**src/rtl/core/image_flip_rotate_engine_unit_defines.svh**
```systemverilog
// Assertion macros used by the RTL of the flip and rotate engine unit.
`ifndef IMAGE_FLIP_ROTATE_ENGINE_UNIT_DEFINES_SVH
`define IMAGE_FLIP_ROTATE_ENGINE_UNIT_DEFINES_SVH

`ifndef SYNTHESIS
// Checked only while the block is out of reset.
`define IFRE_ASSERT(lbl, prop, msg) \
  lbl: assert property (@(posedge clk_i) disable iff (!rst_ni) (prop)) else $error(msg);
// Checked at every edge, reset included.
`define IFRE_ASSERT_ALWAYS(lbl, prop, msg) \
  lbl: assert property (@(posedge clk_i) (prop)) else $error(msg);
`else
`define IFRE_ASSERT(lbl, prop, msg)
`define IFRE_ASSERT_ALWAYS(lbl, prop, msg)
`endif

`endif

```
**src/rtl/core/ifre_pkg.sv**
```systemverilog
package ifre_pkg;

  typedef enum logic [2:0] {
    MODE_FLIP_H = 3'd0,
    MODE_FLIP_V = 3'd1,
    MODE_ROT90  = 3'd2,
    MODE_ROT180 = 3'd3,
    MODE_ROT270 = 3'd4,
    MODE_INVERT = 3'd5
  } mode_e;

  typedef enum logic [1:0] {
    REG_WIDTH  = 2'd0,
    REG_HEIGHT = 2'd1,
    REG_MODE   = 2'd2
  } reg_idx_e;

  typedef enum logic [1:0] {
    ST_IDLE  = 2'd0,
    ST_ADDR  = 2'd1,
    ST_CHECK = 2'd2,
    ST_OUT   = 2'd3
  } state_e;

  localparam logic [15:0] STAR_CODE = 16'd42;
  localparam logic [15:0] DASH_CODE = 16'd45;

  localparam logic [6:0] WIDTH_RESET  = 7'd7;
  localparam logic [6:0] HEIGHT_RESET = 7'd6;

  // Rotations by 90 and 270 degrees swap the output dimensions.
  function automatic logic is_rot(input logic [2:0] mode);
    return (mode == MODE_ROT90) || (mode == MODE_ROT270);
  endfunction

endpackage

```
**src/rtl/core/ifre_div.sv**
```systemverilog
module ifre_div import ifre_pkg::*; #(
  parameter int DVD_W = 12,
  parameter int DSR_W = 7
) (
  input  logic             clk_i,
  input  logic             rst_ni,
  input  logic             start_i,
  input  logic [DVD_W-1:0] dividend_i,
  input  logic [DSR_W-1:0] divisor_i,
  output logic             busy_o,
  output logic             done_o,
  output logic [DVD_W-1:0] quotient_o,
  output logic [DSR_W-1:0] remainder_o
);

  localparam int CNT_W = (DVD_W > 1) ? $clog2(DVD_W) : 1;
  localparam logic [CNT_W-1:0] CNT_LAST = CNT_W'(DVD_W - 1);

  logic             busy_q, busy_d;
  logic             done_q, done_d;
  logic [CNT_W-1:0] cnt_q, cnt_d;
  logic [DVD_W-1:0] dq_q, dq_d;
  logic [DSR_W-1:0] rem_q, rem_d;
  logic [DSR_W-1:0] dsr_q, dsr_d;
  logic [DSR_W:0]   trial;
  logic             fits;

  // Restoring division, one quotient bit per cycle. The dividend shifts out
  // of the top of dq_q while quotient bits shift in at the bottom.
  always_comb begin
    trial  = {rem_q, dq_q[DVD_W-1]};
    fits   = trial >= {1'b0, dsr_q};
    busy_d = busy_q;
    done_d = 1'b0;
    cnt_d  = cnt_q;
    dq_d   = dq_q;
    rem_d  = rem_q;
    dsr_d  = dsr_q;
    if (start_i) begin
      busy_d = 1'b1;
      cnt_d  = '0;
      dq_d   = dividend_i;
      rem_d  = '0;
      dsr_d  = divisor_i;
    end else if (busy_q) begin
      dq_d  = DVD_W'({dq_q, fits});
      rem_d = fits ? DSR_W'(trial - {1'b0, dsr_q}) : DSR_W'(trial);
      cnt_d = cnt_q + 1'b1;
      if (cnt_q == CNT_LAST) begin
        busy_d = 1'b0;
        done_d = 1'b1;
      end
    end
  end

  always_ff @(posedge clk_i or negedge rst_ni) begin
    if (!rst_ni) begin
      busy_q <= 1'b0;
      done_q <= 1'b0;
      cnt_q  <= '0;
    end else begin
      busy_q <= busy_d;
      done_q <= done_d;
      cnt_q  <= cnt_d;
    end
  end

  always_ff @(posedge clk_i) begin
    dq_q  <= dq_d;
    rem_q <= rem_d;
    dsr_q <= dsr_d;
  end

  assign busy_o      = busy_q;
  assign done_o      = done_q;
  assign quotient_o  = dq_q;
  assign remainder_o = rem_q;

endmodule
```
**config.mk**
```make
export PLATFORM = sky130hd
export DESIGN_NAME = ifre_div
export DESIGN_NICKNAME = d
export VERILOG_FILES = /design/src/rtl/core/image_flip_rotate_engine_unit_defines.svh /design/src/rtl/core/ifre_pkg.sv /design/src/rtl/core/ifre_div.sv
export SDC_FILE = /design/constraint.sdc
export NUM_CORES = 1
export LEC_CHECK = 0
export ABC_AREA = 1
export CAP_MARGIN = 20
export CORE_ASPECT_RATIO = 1.5
export CORE_MARGIN = 1.5
export CORE_UTILIZATION = 50
export DETAILED_ROUTE_END_ITERATION = 6
export DONT_BUFFER_PORTS = 1
export PLACE_DENSITY = 0.74
export SLEW_MARGIN = 20
export SYNTH_ARGS = -nofsm -noshare
export SYNTH_HDL_FRONTEND = slang
export SYNTH_SLANG_ARGS = --single-unit
export TNS_END_PERCENT = 20
```
**constraint.sdc**
```tcl
create_clock -name clk_i -period 2.9 [get_ports clk_i]
set_input_delay 0 -clock clk_i [delete_from_list [all_inputs] [get_ports clk_i]]
set_output_delay 0 -clock clk_i [all_outputs]
set_load 0.03 [all_outputs]
```
==> reports/metrics.csv <==
stage,metric,value,unit
detailed_routing,firstDrtPassIters,4,
synth,yosysTopAreaCellShare,33.6,%
worst_setup_path,crit_path_start,quotient_o[11],
final_layout,final_cell_mix,"nand2_1, inv_1, dlygate4sd3_1",
global_routing,track_usage,21.6,%
placement,postPlaceCellArea,1740,um2
timing,tns,0,ps
clock_network,cts_tree,done,
final_layout,antenna_cells,0,
clock_network,cts_setup_buffers,0,
clock_network,clock_path_buffers,2,
synth,ys_seq_elements,32,
detailed_routing,num_vias,1413,
timing,setup_viol_count_final,0,
final_layout,area_delta_synth_final,19.3,%
floorplan,dieArea,3760,um2
floorplan,num_rows,25,
final_layout,design_area,2030,um2
floorplan,core,3190,um2
worst_setup_path,rr_endpoint,quotient_o[0],
clock_network,clk_latency,280,ps
timing,hold_viol,0,
timing,timing.final.crit_share,76.5,%
global_routing,grt_max_degree,23,
clock_network,clk_pin_slew,60,ps
worst_setup_path,path_class,flip-flop to flip-flop,
clock_network,cts_inserted_buffers,5,
global_routing,antenna_found_initial,0,
worst_hold_path,hp-class,primary input to asynchronous set/reset pin,
detailed_routing,wire_per_inst,13.8,um
final_layout,nets,257,
global_routing,grt_pass1_wl,5910,um
clock_network,htree_levels,2,
pwr,peakVddDrop,0.000462,V
floorplan,die_w,50.6,um
synth,synth_area_leaders,"edfxtp_1, nand2_1, dfrtp_1",
timing,final.setup_skew,8.99,ps
placement,dp_hpwl,2450,um
clock_network,clock-sinks,32,
detailed_routing,drt_wl_total,3690,um
global_routing,grt_util_met2,37.4,%
timing,slew_violations,0,
clock_network,clock-root-buffer,clkbuf_8,
pwr,power,1550,uW
worst_setup_path,crit_arrival,2330,ps
worst_setup_path,start_kind,flip-flop,
placement,portBuffers,0,
global_routing,top_usage_layer,met2,
synth,ys_types,27,
timing,finalCriticalPeriod,2220,ps
synth,syn_nets,232,
synth,syn_area,1700,um2
placement,routabilityCongestion,0.857,
synth,synth_warnings,0,
global_routing,grtUsageMet1,23.4,%
detailed_routing,first_iter_violations,39,
global_routing,grt_pass1_vias,1367,
worst_setup_path,crit_fanout,8,
final_layout,layout_commonest_cell,nand2_1,
outcome,status,finished clean,
worst_setup_path,cp.required,3020,ps
worst_setup_path,r2r_start,quotient_o[11],
worst_setup_path,reg2reg_setup_slack,680,ps
final_layout,drive_gt1_share,6.61,%
floorplan,pin_count,43,
timing,worst_slew_pin_slew,984,ps
pwr,p_per_area,766,nW/um2
detailed_routing,drc_errors,0,
final_layout,post-route-util,63.5,%
global_routing,use_met3,5.42,%
timing,relSlewSlack,34.2,%
synth,yosysSeqAreaShare,50.7,%
worst_setup_path,worstSetupEndpointType,flip-flop,
synth,yosys.area.top_type,edfxtp_1,
pwr,leakage,0.000981,uW
run,max-cap-violations,0,
synth,synth_cells,201,
detailed_routing,vias_per_cell,5.29,
floorplan,initial_core_util,53.3,%
global_routing,grt_overflow_total,0,
timing,rsz0062_at_grt,no,
synth,avgSynthCellArea,8.45,um2
timing,clock.fmax,0.451,GHz
floorplan,die_y,74.4,um
detailed_routing,detail-route-antenna-nets,0,
worst_setup_path,r2r_cells,10,
==> worst max-delay path, stage by stage (launching register included) <==
cell and delay [ps]:
edfxtp_1 530, inv_1 110, ha_1 260, fa_1 420, inv_1 90, nand2_1 50
nand2_1 70, nand2_1 80, nand2_1 60, nand2_1 170, a31oi_1 220
==> area by class of cell <==
cell class	instances	area, um2
Tap cell	40	50.0
Multi-Input combinational cell	140	728
Fill cell	270	1160
Clock buffer	8	80.1
Inverter	26	97.6
Timing Repair Buffer	21	210
Sequential cell	32	861
==> sequential cells by signal, indices dropped and copies added (netlist names) <==
| register | count |
|---|---|
| quotient_o | 12 |
| remainder_o | 7 |
| dsr_q | 7 |
| done_o | 1 |
| cnt_q | 4 |
| busy_o | 1 |
==> timing repair <==
item | 4_1_cts | 5_1_grt
endpoints found under the hold margin | 43 | 0
hold buffers | 21 | 0
setup endpoints to repair | 0 | 0
gates resized for setup | 0 | 0
==> synthesized netlist by cell type, drive strengths merged <==
library cell	count
clkbuf	2
inv	26
nor2	12
nand2	81
nand3	16
ha	8
or2	1
buf	1
nand4	2
nor3	2
a21oi	4
o21ai	3
dfrtp	6
fa	1
nand3b	5
a31oi	1
dfxtp	7
o21a	1
xor2	3
edfxtp	19
==> how the worst max path moves through the flow <==
stage,to,slack (ps),cells after the start
floorplan,remainder_o[0],950,12
global placement,quotient_o[0],770,10
detailed placement,quotient_o[0],710,10
CTS,quotient_o[0],650,10
global route,quotient_o[0],490,10
finish,quotient_o[0],680,10
==> layer usage <==
metal / routed length (um) / vias to the layer above
met2: 1870 / 62
met4: 134 / 0
li1: - / 693
met3: 233 / 13
met5: 0 / -
met1: 1450 / 645
==> through the flow <==
stage                     hold slack [ps]  std cells  worst slack, ps
after floorplan                      -296        201              948
after global placement               -295        238              771
after detailed placement             -295        238              708
after CTS                            28.2        267              654
after global routing                 44.4        267              489
final                                34.3        267              683
==> kinds of logic (layout without fill, tap and decap cells) <==
family / Yosys count / count (layout) / synth area share, %
buffers and inverters: 29 / 55 / 6.48
adder cells (fa/ha/maj): 9 / 9 / 7.07
XOR/XNOR: 3 / 3 / 1.55
AND/OR/NAND/NOR: 119 / 119 / 30.5
AO/OA/AOI/OAI: 9 / 9 / 3.76
flip-flops: 32 / 32 / 50.7
==> power by group <==
| group | total [uW] | internal, uW | switching (uW) |
|---|---|---|---|
| logic | 501 | 201 | 299 |
| clock network | 321 | 170 | 151 |
| registers | 730 | 558 | 173 |
| total | 1550 | 929 | 623 |
No activity file was read; power rests on OpenSTA's default activity.
